`src/rtl/cll_pkg.sv`:
```
// cursor linked list package: port widths, operation codes and the microcode rom
// no dependencies; used by cursor_linked_list_unit
package cll_pkg;

    // stream payload widths
    localparam int KIND_W     = 2;
    localparam int POS_W      = 6;
    localparam int VAL_IN_W   = 32;
    localparam int ELEM_W     = 32;
    localparam int LEN_W      = 6;
    localparam int IN_DATA_W  = 40;
    localparam int IN_USER_W  = 2;
    localparam int OUT_DATA_W = 40;
    localparam int OUT_USER_W = 2;
    localparam int OUT_PAD_W  = OUT_DATA_W - ELEM_W - LEN_W;

    // operation kinds
    localparam logic [KIND_W-1:0] KIND_INS = 2'd0;
    localparam logic [KIND_W-1:0] KIND_ERS = 2'd1;
    localparam logic [KIND_W-1:0] KIND_TRV = 2'd2;

    // step addresses
    localparam int UA_W = 5;
    localparam logic [UA_W-1:0] U_IDLE  = 5'd0;
    localparam logic [UA_W-1:0] U_INS0  = 5'd1;
    localparam logic [UA_W-1:0] U_INS1  = 5'd2;
    localparam logic [UA_W-1:0] U_INS2  = 5'd3;
    localparam logic [UA_W-1:0] U_WLKI  = 5'd4;
    localparam logic [UA_W-1:0] U_INSL  = 5'd5;
    localparam logic [UA_W-1:0] U_INSE  = 5'd6;
    localparam logic [UA_W-1:0] U_ERS0  = 5'd7;
    localparam logic [UA_W-1:0] U_WLKE  = 5'd8;
    localparam logic [UA_W-1:0] U_ERS1  = 5'd9;
    localparam logic [UA_W-1:0] U_ERS2  = 5'd10;
    localparam logic [UA_W-1:0] U_ERS3  = 5'd11;
    localparam logic [UA_W-1:0] U_ERS4  = 5'd12;
    localparam logic [UA_W-1:0] U_TRV0  = 5'd13;
    localparam logic [UA_W-1:0] U_TRV1  = 5'd14;
    localparam logic [UA_W-1:0] U_TRV2  = 5'd15;
    localparam logic [UA_W-1:0] U_EMPTY = 5'd16;
    localparam logic [UA_W-1:0] U_ERR   = 5'd17;

    // link read address select
    localparam logic [1:0] RD_NONE = 2'd0;
    localparam logic [1:0] RD_FREE = 2'd1;
    localparam logic [1:0] RD_DATA = 2'd2;
    localparam logic [1:0] RD_LINK = 2'd3;

    // link write address and data select
    localparam logic [1:0] WA_FREE = 2'd0;
    localparam logic [1:0] WA_SLOT = 2'd1;
    localparam logic [1:0] WA_CUR  = 2'd2;
    localparam logic       WD_LINK = 1'b0;
    localparam logic       WD_SLOT = 1'b1;

    // cursor, hop counter and element count ops
    localparam logic [1:0] K_HOLD = 2'd0;
    localparam logic [1:0] K_DATA = 2'd1;
    localparam logic [1:0] K_LINK = 2'd2;
    localparam logic [1:0] N_HOLD = 2'd0;
    localparam logic [1:0] N_ONE  = 2'd1;
    localparam logic [1:0] N_INC  = 2'd2;
    localparam logic [1:0] C_HOLD = 2'd0;
    localparam logic [1:0] C_INC  = 2'd1;
    localparam logic [1:0] C_DEC  = 2'd2;

    // result emission
    localparam logic [1:0] EM_NONE = 2'd0;
    localparam logic [1:0] EM_OK   = 2'd1;
    localparam logic [1:0] EM_ERR  = 2'd2;
    localparam logic [1:0] EM_ELEM = 2'd3;

    // jump conditions
    localparam logic [2:0] CD_NEVER     = 3'd0;
    localparam logic [2:0] CD_LINK_ZERO = 3'd1;
    localparam logic [2:0] CD_N_EQ_POS  = 3'd2;
    localparam logic [2:0] CD_CNT_ZERO  = 3'd3;
    localparam logic [2:0] CD_N_EQ_CNT  = 3'd4;

    typedef struct packed {
        logic [1:0]      rd_sel;
        logic            val_rd;
        logic            lw_en;
        logic [1:0]      wa_sel;
        logic            wd_sel;
        logic            vw_en;
        logic [1:0]      k_op;
        logic            slot_ld;
        logic [1:0]      n_op;
        logic [1:0]      cnt_op;
        logic [1:0]      emit;
        logic [2:0]      cond;
        logic            guard;   // suppress actions when the jump is taken
        logic [UA_W-1:0] tgt;
        logic [UA_W-1:0] nxt;
    } uword_t;

    function automatic uword_t ucode_rom(input logic [UA_W-1:0] addr);
        uword_t w;
        w     = '0;
        w.tgt = U_IDLE;
        w.nxt = U_IDLE;
        unique case (addr)
            U_INS0:
            begin
                w.rd_sel = RD_FREE;
                w.nxt    = U_INS1;
            end
            U_INS1:
            begin
                w.slot_ld = 1'b1;
                w.rd_sel  = RD_LINK;
                w.cond    = CD_LINK_ZERO;
                w.tgt     = U_ERR;
                w.nxt     = U_INS2;
            end
            U_INS2:
            begin
                w.lw_en  = 1'b1;
                w.wa_sel = WA_FREE;
                w.wd_sel = WD_LINK;
                w.vw_en  = 1'b1;
                w.rd_sel = RD_DATA;
                w.k_op   = K_DATA;
                w.n_op   = N_ONE;
                w.nxt    = U_WLKI;
            end
            U_WLKI:
            begin
                w.cond   = CD_N_EQ_POS;
                w.guard  = 1'b1;
                w.tgt    = U_INSL;
                w.k_op   = K_LINK;
                w.rd_sel = RD_LINK;
                w.n_op   = N_INC;
                w.nxt    = U_WLKI;
            end
            U_INSL:
            begin
                w.lw_en  = 1'b1;
                w.wa_sel = WA_SLOT;
                w.wd_sel = WD_LINK;
                w.nxt    = U_INSE;
            end
            U_INSE:
            begin
                w.lw_en  = 1'b1;
                w.wa_sel = WA_CUR;
                w.wd_sel = WD_SLOT;
                w.cnt_op = C_INC;
                w.emit   = EM_OK;
                w.nxt    = U_IDLE;
            end
            U_ERS0:
            begin
                w.rd_sel = RD_DATA;
                w.k_op   = K_DATA;
                w.n_op   = N_ONE;
                w.nxt    = U_WLKE;
            end
            U_WLKE:
            begin
                w.cond   = CD_N_EQ_POS;
                w.guard  = 1'b1;
                w.tgt    = U_ERS1;
                w.k_op   = K_LINK;
                w.rd_sel = RD_LINK;
                w.n_op   = N_INC;
                w.nxt    = U_WLKE;
            end
            U_ERS1:
            begin
                w.slot_ld = 1'b1;
                w.rd_sel  = RD_LINK;
                w.nxt     = U_ERS2;
            end
            U_ERS2:
            begin
                w.lw_en  = 1'b1;
                w.wa_sel = WA_CUR;
                w.wd_sel = WD_LINK;
                w.rd_sel = RD_FREE;
                w.nxt    = U_ERS3;
            end
            U_ERS3:
            begin
                w.lw_en  = 1'b1;
                w.wa_sel = WA_SLOT;
                w.wd_sel = WD_LINK;
                w.nxt    = U_ERS4;
            end
            U_ERS4:
            begin
                w.lw_en  = 1'b1;
                w.wa_sel = WA_FREE;
                w.wd_sel = WD_SLOT;
                w.cnt_op = C_DEC;
                w.emit   = EM_OK;
                w.nxt    = U_IDLE;
            end
            U_TRV0:
            begin
                w.cond   = CD_CNT_ZERO;
                w.tgt    = U_EMPTY;
                w.rd_sel = RD_DATA;
                w.n_op   = N_ONE;
                w.nxt    = U_TRV1;
            end
            U_TRV1:
            begin
                w.rd_sel = RD_LINK;
                w.val_rd = 1'b1;
                w.nxt    = U_TRV2;
            end
            U_TRV2:
            begin
                w.emit   = EM_ELEM;
                w.cond   = CD_N_EQ_CNT;
                w.tgt    = U_IDLE;
                w.rd_sel = RD_LINK;
                w.val_rd = 1'b1;
                w.n_op   = N_INC;
                w.nxt    = U_TRV2;
            end
            U_EMPTY:
            begin
                w.emit = EM_OK;
                w.nxt  = U_IDLE;
            end
            U_ERR:
            begin
                w.emit = EM_ERR;
                w.nxt  = U_IDLE;
            end
            default:
            begin
                w.nxt = U_IDLE;
            end
        endcase
        return w;
    endfunction

endpackage

```
`src/rtl/cursor_linked_list_unit.sv`:
```
// cursor linked list unit: microcoded sequencer over a link memory and a value memory
// depends on cll_pkg (widths, codes, microcode rom)
// insert and erase walk the chain to the position, traverse to the length; a bad
// position, unused kind or insert into a full store ends in the error step; any output
// stall adds to each; throughput: one item at a time; the link walk makes one hop per
// cycle on the single read port of the link memory
// reset: step counter idle, element count zero, link valid flags cleared at once so
// the free chain reads as its reset pattern; no clearing pass, value memory not reset
module cursor_linked_list_unit #(
    parameter int SLOTS       = 64,
    parameter int VALUE_WIDTH = 32
) (
    input  logic                             clk,
    input  logic                             rst_n,
    input  logic                             s_axis_tvalid,
    output logic                             s_axis_tready,
    input  logic [cll_pkg::IN_DATA_W-1:0]    s_axis_tdata,   // position, value, zero pad
    input  logic [cll_pkg::IN_USER_W-1:0]    s_axis_tuser,   // kind
    output logic                             m_axis_tvalid,
    input  logic                             m_axis_tready,
    output logic [cll_pkg::OUT_DATA_W-1:0]   m_axis_tdata,   // element, length, zero pad
    output logic [cll_pkg::OUT_USER_W-1:0]   m_axis_tuser,   // status, has_value
    output logic                             m_axis_tlast
);
    import cll_pkg::*;

    // slot index and element count widths
    localparam int SW = $clog2(SLOTS);
    localparam int CW = $clog2(SLOTS - 1);
    localparam logic [SW-1:0] FREE_SLOT = '0;             // heads the free chain
    localparam logic [SW-1:0] DATA_SLOT = SW'(SLOTS - 1); // heads the data chain

    // reset pattern of the link store: free chain 0 -> 1 -> ... -> SLOTS-2 -> 0
    function automatic logic [SW-1:0] link_init(input logic [SW-1:0] idx);
        logic [SW-1:0] res;
        res = '0;
        if (idx < SW'(SLOTS - 2))
        begin
            res = idx + SW'(1);
        end
        return res;
    endfunction

    // sequencer and datapath registers
    logic [UA_W-1:0]        upc_reg, upc_next;
    logic [CW-1:0]          cnt_reg, cnt_next;
    logic [SW-1:0]          pos_reg;
    logic [VALUE_WIDTH-1:0] val_reg;
    logic [SW-1:0]          cur_reg;    // cursor slot of the walk
    logic [SW-1:0]          slot_reg;   // allocated or unlinked slot
    logic [SW-1:0]          n_reg;      // hop or element counter

    // link memory with one write and one registered read port
    logic [SW-1:0]          link_mem_reg [SLOTS];
    logic [SLOTS-1:0]       link_vld_reg;
    logic [SW-1:0]          link_q_reg;
    logic [SW-1:0]          link_addr_reg;
    logic                   link_hit_reg;

    // value memory, contents undefined until written
    logic [VALUE_WIDTH-1:0] value_mem_reg [SLOTS];
    logic [VALUE_WIDTH-1:0] value_q_reg;

    // output register
    logic                   m_valid_reg;
    logic                   m_status_reg;
    logic                   m_has_reg;
    logic [ELEM_W-1:0]      m_elem_reg;
    logic [LEN_W-1:0]       m_len_reg;
    logic                   m_last_reg;

    uword_t                 uw;
    logic [SW-1:0]          link_rd;
    logic                   cond_true;
    logic                   stall;
    logic                   act;
    logic                   accept;
    logic [KIND_W-1:0]      in_kind;
    logic [POS_W-1:0]       in_pos;
    logic [VAL_IN_W-1:0]    in_val;
    logic                   ins_pos_ok;
    logic                   ers_pos_ok;
    logic [UA_W-1:0]        entry;
    logic                   rd_en;
    logic [SW-1:0]          rd_addr;
    logic                   lw_en;
    logic [SW-1:0]          lw_addr;
    logic [SW-1:0]          lw_data;

    // current control word
    assign uw = ucode_rom(upc_reg);

    // link read data, entries never written show their reset pattern
    assign link_rd = link_hit_reg ? link_q_reg : link_init(link_addr_reg);

    // input unpacking
    assign in_kind = s_axis_tuser;
    assign in_pos  = s_axis_tdata[POS_W-1:0];
    assign in_val  = s_axis_tdata[POS_W +: VAL_IN_W];

    // only the idle step takes a new item
    assign s_axis_tready = (upc_reg == U_IDLE);
    assign accept        = s_axis_tvalid && s_axis_tready;

    // position checks: insert 1..length+1, erase 1..length
    assign ins_pos_ok = (in_pos != '0) &&
                        ({1'b0, in_pos} <= (7'(cnt_reg) + 7'd1));
    assign ers_pos_ok = (in_pos != '0) && (in_pos <= 6'(cnt_reg));

    always_comb
    begin
        unique case (in_kind)
            KIND_INS: entry = ins_pos_ok ? U_INS0 : U_ERR;
            KIND_ERS: entry = ers_pos_ok ? U_ERS0 : U_ERR;
            KIND_TRV: entry = U_TRV0;
            default:  entry = U_ERR;
        endcase
    end

    // jump condition decode
    always_comb
    begin
        unique case (uw.cond)
            CD_LINK_ZERO: cond_true = (link_rd == '0);
            CD_N_EQ_POS:  cond_true = (n_reg == pos_reg);
            CD_CNT_ZERO:  cond_true = (cnt_reg == '0);
            CD_N_EQ_CNT:  cond_true = (n_reg == SW'(cnt_reg));
            default:      cond_true = 1'b0;
        endcase
    end

    // a step that emits waits for the output register; a guarded step does nothing
    // but jump when its condition holds
    assign stall = (uw.emit != EM_NONE) && m_valid_reg && !m_axis_tready;
    assign act   = !stall && !(uw.guard && cond_true);

    always_comb
    begin
        upc_next = upc_reg;
        if (upc_reg == U_IDLE)
        begin
            if (accept)
            begin
                upc_next = entry;
            end
        end
        else if (!stall)
        begin
            upc_next = cond_true ? uw.tgt : uw.nxt;
        end
    end

    // link read address
    always_comb
    begin
        unique case (uw.rd_sel)
            RD_FREE: rd_addr = FREE_SLOT;
            RD_DATA: rd_addr = DATA_SLOT;
            RD_LINK: rd_addr = link_rd;
            default: rd_addr = FREE_SLOT;
        endcase
    end
    assign rd_en = act && (uw.rd_sel != RD_NONE);

    // link write address and data
    always_comb
    begin
        unique case (uw.wa_sel)
            WA_SLOT: lw_addr = slot_reg;
            WA_CUR:  lw_addr = cur_reg;
            default: lw_addr = FREE_SLOT;
        endcase
    end
    assign lw_data = (uw.wd_sel == WD_SLOT) ? slot_reg : link_rd;
    assign lw_en   = act && uw.lw_en;

    // element count update
    always_comb
    begin
        cnt_next = cnt_reg;
        if (act)
        begin
            case (uw.cnt_op)
                C_INC:   cnt_next = cnt_reg + CW'(1);
                C_DEC:   cnt_next = cnt_reg - CW'(1);
                default: cnt_next = cnt_reg;
            endcase
        end
    end

    // control state
    always_ff @(posedge clk or negedge rst_n)
    begin
        if (!rst_n)
        begin
            upc_reg <= U_IDLE;
            cnt_reg <= '0;
        end
        else
        begin
            upc_reg <= upc_next;
            cnt_reg <= cnt_next;
        end
    end

    // datapath registers
    always_ff @(posedge clk)
    begin
        if (accept)
        begin
            pos_reg <= SW'(in_pos);
            val_reg <= VALUE_WIDTH'(in_val);
        end
        if (act)
        begin
            case (uw.k_op)
                K_DATA:  cur_reg <= DATA_SLOT;
                K_LINK:  cur_reg <= link_rd;
                default: cur_reg <= cur_reg;
            endcase
            case (uw.n_op)
                N_ONE:   n_reg <= SW'(1);
                N_INC:   n_reg <= n_reg + SW'(1);
                default: n_reg <= n_reg;
            endcase
            if (uw.slot_ld)
            begin
                slot_reg <= link_rd;
            end
        end
    end

    // link memory
    always_ff @(posedge clk)
    begin
        if (lw_en)
        begin
            link_mem_reg[lw_addr] <= lw_data;
        end
        if (rd_en)
        begin
            link_q_reg    <= link_mem_reg[rd_addr];
            link_addr_reg <= rd_addr;
            link_hit_reg  <= link_vld_reg[rd_addr];
        end
    end

    // one valid flag per link entry, cleared by reset
    always_ff @(posedge clk or negedge rst_n)
    begin
        if (!rst_n)
        begin
            link_vld_reg <= '0;
        end
        else if (lw_en)
        begin
            link_vld_reg[lw_addr] <= 1'b1;
        end
    end

    // value memory
    always_ff @(posedge clk)
    begin
        if (act && uw.vw_en)
        begin
            value_mem_reg[slot_reg] <= val_reg;
        end
        if (act && uw.val_rd)
        begin
            value_q_reg <= value_mem_reg[link_rd];
        end
    end

    // output register, refilled while the previous item drains
    always_ff @(posedge clk or negedge rst_n)
    begin
        if (!rst_n)
        begin
            m_valid_reg <= 1'b0;
        end
        else if (act && (uw.emit != EM_NONE))
        begin
            m_valid_reg <= 1'b1;
        end
        else if (m_axis_tready)
        begin
            m_valid_reg <= 1'b0;
        end
    end

    always_ff @(posedge clk)
    begin
        if (act && (uw.emit != EM_NONE))
        begin
            m_status_reg <= (uw.emit == EM_ERR);
            m_has_reg    <= (uw.emit == EM_ELEM);
            m_elem_reg   <= (uw.emit == EM_ELEM) ? ELEM_W'(value_q_reg) : '0;
            m_len_reg    <= LEN_W'(cnt_next);
            // only the final traversed element, or the plain result of an empty list, closes a traverse
            m_last_reg   <= (uw.emit == EM_ELEM) ? (n_reg == SW'(cnt_reg)) : 1'b1;
        end
    end

    assign m_axis_tvalid = m_valid_reg;
    assign m_axis_tdata  = {{OUT_PAD_W{1'b0}}, m_len_reg, m_elem_reg};
    assign m_axis_tuser  = {m_has_reg, m_status_reg};
    assign m_axis_tlast  = m_last_reg;

endmodule

```
`config.mk`:
```
export PLATFORM = sky130hd
export DESIGN_NAME = cursor_linked_list_unit
export DESIGN_NICKNAME = d
export VERILOG_FILES = /design/src/rtl/cll_pkg.sv /design/src/rtl/cursor_linked_list_unit.sv
export SDC_FILE = /design/constraint.sdc
export NUM_CORES = 2
export LEC_CHECK = 0
export BUFFER_PORTS_ARGS = -buffer_cell sky130_fd_sc_hd__buf_2
export CAP_MARGIN = 10
export CORE_UTILIZATION = 35
export DETAILED_ROUTE_END_ITERATION = 7
export SYNTH_ARGS = -nofsm -noshare
export SYNTH_HDL_FRONTEND = slang
export SYNTH_SLANG_ARGS = --single-unit
```
`constraint.sdc`:
```
create_clock -name clk -period 7.06 [get_ports clk]
set_input_delay 0.353 -clock clk [delete_from_list [all_inputs] [get_ports clk]]
set_output_delay 0.353 -clock clk [all_outputs]
set_load 0.02 [all_outputs]
```
======== After elaboration in Yosys (flattened, before gate mapping) ========
Memory sizes are Yosys's and may differ from the RTL's. A register that Yosys moved wholly into a read port is not among the register bits.
Cells that the tools add are included.
Widths: inputs -> output; s select.
word-level totals
  bits in registers ....................... 180
  bits in writable memories ............... 2432
  bits of input ports ..................... 46
  logic and storage cells ................. 151
  memories kept ........................... 2
operators by class
  add/subtract/negate cells ............... 5
  order comparisons ....................... 6
  equal/unequal tests ..................... 39
  mux-type cells .......................... 40
  bitwise gates (word level) .............. 1
  reduce and logical (&&, ||, !) cells .... 42
memory list
  memory         depth  bits a word  rd ports  clocked after Yosys merged registers in  wr ports  RTL line                       source
  value_mem_reg  64     32           1         1                                        1         cursor_linked_list_unit.sv:61  logic [VALUE_WIDTH-1:0] value_mem_reg [SLOTS];
  link_mem_reg   64     6            1         1                                        1         cursor_linked_list_unit.sv:54  logic [SW-1:0] link_mem_reg [SLOTS];
operators with widths
  kind                 count
  $or 64x64->64        1
  $pmux 6 s2           5
  $eq 5x4->1 const B   8
  $pmux 4 s10          1
  $mux 5               6
  $mux 6               4
  $eq 5x3->1 const B   4
  $pmux 4 s5           1
  $pmux 5 s4           1
  $add 6x1->6 const B  3
  $eq 2x2->1 const B   9
  $reduce_or 2->1      8
  $pmux 5 s3           1
  $lt 6x7->1 const B   2
  $logic_and 1x1->1    13
  $eq 6x6->1           2
  $logic_not 6->1      2
  $mux 1               12
  $pmux 2 s2           3
  $pmux 2 s3           2
  $pmux 3 s4           1
  $eq 2x1->1 const B   5
  $eq 5x2->1 const B   2
  $eq 5x5->1 const B   2
  other kinds (23)     35

======== Longest topological paths before layout ========
  depth after elaboration ................. 11
  gate-level depth with buffers ........... 16
  depth with buffers taken out ............ 13

======== Worst setup path after synthesis ========
OpenSTA, ideal clock, no wires.
  path type ............................... flip-flop to flip-flop
  start point ............................. register upc_reg[4]
  end point ............................... memory value_mem_reg[23][0], enable pin
  setup time .............................. 0.502 ns
  arrival ................................. 5.598 ns
  required time ........................... 6.558 ns
  slack ................................... 0.960 ns
  cell stages (with the launch flop) ...... 14
  period minus slack after synthesis ...... 6.100 ns
  cell sequence ........................... dfrtp_1 -> clkbuf_1 -> buf_1 -> inv_1 -> and2_1 -> nand2_1 -> ha_1 -> and3_1 -> nor3_2 -> a21o_1 -> buf_2 -> buf_4 -> buf_2 -> nor4_1
between the ends
  longest elaborated chain between the ends .. 11
  elaborated cells between the ends (all ways) .. 31
  those cells by class .................... eq/ne: 14; mux: 7; reduce/logical: 10
ends and longest elaborated chain
  item                                                                 RTL line                                                        source
  from (decl)                                                          cursor_linked_list_unit.sv:45                                   logic [UA_W-1:0] upc_reg, upc_next;
  from (signal assigned)                                               cursor_linked_list_unit.sv:201                                  upc_reg <= upc_next;
  $eq 5x4->1, or another cell as far along                             cll_pkg.sv:103                                                  unique case (addr)
  $reduce_or 2->1 (no line) / $reduce_or 3->1 (equally long branches)  -
  $pmux 3 s4 / $pmux 2 s3 (equally long branches)                      cll_pkg.sv:103
  $eq 3x3->1, or another cell as far along                             cursor_linked_list_unit.sv:123                                  unique case (uw.cond)
  $pmux 1 s4 / $logic_and 1x1->1 (equally long branches)               cursor_linked_list_unit.sv:123, cursor_linked_list_unit.sv:134
  $logic_and 1x1->1 (on tied branches)                                 cursor_linked_list_unit.sv:135, cursor_linked_list_unit.sv:134
  $logic_not 1->1 (on tied branches)                                   -
  $logic_and 1x1->1                                                    cursor_linked_list_unit.sv:135                                  assign act = !stall && !(uw.guard && cond_true);
  $logic_and 1x1->1 *                                                  cursor_linked_list_unit.sv:264                                  if (act && uw.vw_en)
  $mux 1 *                                                             cursor_linked_list_unit.sv:264
  $mux 1 (not written as such) *                                       cursor_linked_list_unit.sv:266                                  value_mem_reg[slot_reg] <= val_reg;
  to (decl)                                                            cursor_linked_list_unit.sv:61
Mark *: on every way between the ends. The rest lies on a longest branch, timed or not.

======== Final worst setup path ========
  start point ............................. register link_hit_reg
  end point ............................... register link_q_reg[1], read port of link_mem_reg, data pin
between the ends
  longest elaborated chain between the ends .. 7
  elaborated cells between the ends (all ways) .. 8
  those cells by class .................... mux: 3; reduce/logical: 5
ends and longest elaborated chain
  item                    RTL line                        source
  from (decl)             cursor_linked_list_unit.sv:58   logic link_hit_reg;
  from (signal assigned)  cursor_linked_list_unit.sv:244  link_hit_reg <= link_vld_reg[rd_addr];
  $mux 6 *                cursor_linked_list_unit.sv:94   assign link_rd = link_hit_reg ? link_q_reg : link_init(link_addr_reg);
  $logic_not 6->1         cursor_linked_list_unit.sv:124  CD_LINK_ZERO: cond_true = (link_rd == '0);
  $pmux 1 s4              cursor_linked_list_unit.sv:123
  $logic_and 1x1->1       cursor_linked_list_unit.sv:135
  $logic_not 1->1         cursor_linked_list_unit.sv:135
  $logic_and 1x1->1       cursor_linked_list_unit.sv:135
  $logic_and 1x1->1       cursor_linked_list_unit.sv:163  assign rd_en = act && (uw.rd_sel != RD_NONE);
  to (decl)               cursor_linked_list_unit.sv:56   logic [SW-1:0] link_q_reg;
Marked as above.
A chain may end at the register's enable or synchronous reset.

==> summary.md <==
| Metric | Value |
|---|---|
| TNS Setup | 0 ps |
| Power Density | 512 mW/mm2 |
| Worst R2R Setup Slack | 1990 ps |
| Avg WL per Cell | 24.2 um |
| # rows | 202 |
| Yosys reg bits | 2650 |
| Critical setup path kind | reg -> reg |
| FILL cells | 27600 |
| Clk root buf | clkbuf_16 |
| Synthesized area per cell | 13.1 um2 |
| Die width | 554 um |
| Synth-to-Final Area Change | 13.8% |
| Nets | 8345 |
| Max-cap viol count | 0 |
| DP HPWL | 159000 um |
| Worst path required time | 7700 ps |
| ANT nets after route | 0 |
| GRT Overall Usage | 0.190 |
| Post-Syn Area | 0.107 mm2 |
| Vias in the first global route | 65900 |
| Post-synthesis sequential area ratio | 0.742 |
| FF-to-FF path depth | 12 |
| Total Wirelength | 301000 um |
| EDFF count, synth | 2574 |
| CTS tree | yes |
| Via Count | 69100 |
| First-pass GRT wire length | 437000 um |
| Pre-Repair DR Iteration Count | 7 |
| I/O Pins | 91 |
| Worst-Margin Slew | 1320 ps |
| Post-cts resize count | 0 |
| Ys async rst share | 0.0287 |
| Synth Warn # | 0 |
| CP Launch Type | register |
| Worst path max stage delay | 670 ps |
| Worst path slowest cell | o41ai_1 |
| Total CTS buffers | 283 |
| Number of setup buffers added after CTS | 0 |
| WP buf/inv | 4 |
| Clk_lat worst skew | 940 ps |
| Clk slew on worst S/H paths | 60 ps |
| Clk buf depth | 4 |
| Fmax | 197 MHz |
| Normalized max-slew margin | 0.112 |
| Post-Synthesis Cells | 8174 |
| Peak supply drop | 0.646 mV |
| Hold-critical path depth | 2 |
| DR vias/cell | 5.55 |
| Antenna violations before repair | 10 |
| Layout cell share with drive strength beyond 1 | 0.104 |
| Pins Over Slew Limit | 0 |
| Crit path max-delay family | buffers and inverters |
| Final hold vios | 0 |
| Worst min path class | in -> reg |
| Skew final | 52.3 ps |
| Gpl congestion | 0.877 |
| IO Port Bufs | 86 |
| Leak | 40.6 nW |
| GR Overflow Total | 0 |
| Count of different cell masters after synthesis | 89 |
| Crit share post-route | 0.719 |
| RSZ-0062 raised after global routing | false |
| Clock Sinks | 2650 |
| Largest net degree at the start of global routing | 158 |
| Most used DFF post-synth | edfxtp_1 |
| CTS H-tree lvls | 5 |
| Core footprint | 0.303 mm2 |
| Outcome | finished clean |
| Worst EP arrival | 5720 ps |
| 1st-iter DRT viols | 8690 |
| Number of flip-flops in the largest register | 2048 |
| Finished Layout Cells | 12400 |
| WP depth | 12 |
| Placed cells | 11900 |
| CP max FO | 62 |
| Critical Path, Cell by Cell | or2_2, nand2_1, nand2_8, inv_8, a211o_2, nand2_2, buf_4, inv_2, buf_12, a31oi_1, o41ai_1, o2111ai_1 |
| Chip height | 554 um |
| DRC | 0 |
| Die footprint | 0.307 mm2 |
| Critical path endpoint category | register |
| Starting Density | 0.352 |
| # setup viols final | 0 |
| Min Tclk post-route | 5070 ps |
[layout by cell type, fill, tap and decap left out, drive strengths merged, types with 128 or more instances in the layout]
cell	Yosys	routed
nand2	2265	2265
clkbuf	380	362
nor2	143	143
buf	199	344
and3	208	208
a311oi	322	322
a21oi	143	143
edfxtp	2574	2574
nand3	953	953
a31oi	128	128
[layout make-up]
cell class	instances	area [um2]	share of cell area
Antenna cell	7	17.5	0.000144
Clock buffer	359	7500	0.0618
Clock inverter	118	980	0.00807
Inverter	33	151	0.00125
Multi-Input combinational cell	4913	25600	0.211
Sequential cell	2650	79200	0.652
Tap cell	3978	4980	0.0410
Timing Repair Buffer	391	3040	0.0250
[synth_stat cells (7+ instances only)]
cell type  number  area, um2
a311oi_1      322       2820
o21a_1          7       52.6
mux2_2         19        214
o2111ai_1      15        131
clkbuf_1      380       1430
and2_1          9       56.3
nor3_1        115        576
a21o_1          9       67.6
a211oi_1       10       75.1
inv_2           9       33.8
nor2b_1        13       81.3
o32ai_1        35        307
xor2_1         10       87.6
or2_2          29        181
buf_1          38        143
buf_2         145        726
nand3_1       953       4770
edfxtp_1     2574      77300
nor2_1        139        522
o21ai_0        56        280
or2_1          33        206
xnor2_1        21        184
buf_4          14        105
nand4_1         9       56.3
nor4_1         98        613
or3_1          20        125
mux2i_1        46        460
a21oi_1       141        706
ha_1           26        325
and3_1        208       1300
o22ai_1        33        206
nand3b_1        7       52.6
o21ai_1         8       40.0
nand2_1      2261       8490
inv_1          24       90.1
dfrtp_1        76       1900
a31oi_1       128        801
o221ai_1       17        149
[timing repair]
action	CTS	global route
hold endpoints to repair	78	0
setup endpoints to repair	0	0
hold buffers	45	0
[worst paths after layout]
check,from,end
worst min-delay path,s_axis_tdata[36],val_reg[30]
min in group asynchronous,rst_n,link_vld_reg[39]
worst min register to register,link_vld_reg[7],link_vld_reg[7]
worst max register to register,link_hit_reg,link_q_reg[1]
max in group asynchronous,rst_n,link_vld_reg[15]
worst max-delay path,link_hit_reg,link_q_reg[1]
[layer usage]
layer | up-vias | GRT usage | part of all wire
met3 | 584 | 0.0303 | 0.085
li1 | 30600 | - | -
met5 | - | 0 | 0.000043
met2 | 3194 | 0.298 | 0.46
met4 | 2 | 0.0832 | 0.045
met1 | 34700 | 0.261 | 0.41
[cell families (layout without fill, tap and decap cells)]
kind of cell | after synthesis | count (layout) | synth area share
and+or+nand+nor | 3927 | 3927 | 0.162
AOI/OAI and AO/OA | 859 | 859 | 0.0596
buffers and inverters | 612 | 901 | 0.0239
DFF | 2650 | 2650 | 0.742
muxes | 67 | 67 | 0.00653
other | 1 | 9 | 0.0000351
adders and majority gates | 27 | 27 | 0.00324
xor gates and xnor gates | 31 | 31 | 0.00254
[through the flow]
step / setup slack, ps / total power, mW / utilization / instance area (um2) / hold WS, ps
global route: 1800 / 65.0 / 0.401 / 121000 / 100
detailed placement: 2070 / 48.1 / 0.371 / 112000 / 380
finish: 1990 / 62.2 / 0.401 / 121000 / 123
global placement: 2110 / 47.6 / 0.371 / 112000 / 375
CTS: 2040 / 62.0 / 0.401 / 121000 / 70.2
floorplan: 960 / 37.5 / - / 107000 / 57.4
[report_power, final]
| part | switching [mW] | internal [mW] |
|---|---|---|
| clock network | 5.85 | 8.07 |
| registers | 0.346 | 19.0 |
| logic | 21.2 | 7.74 |
Note: power is estimated with default switching activity, not from simulation.
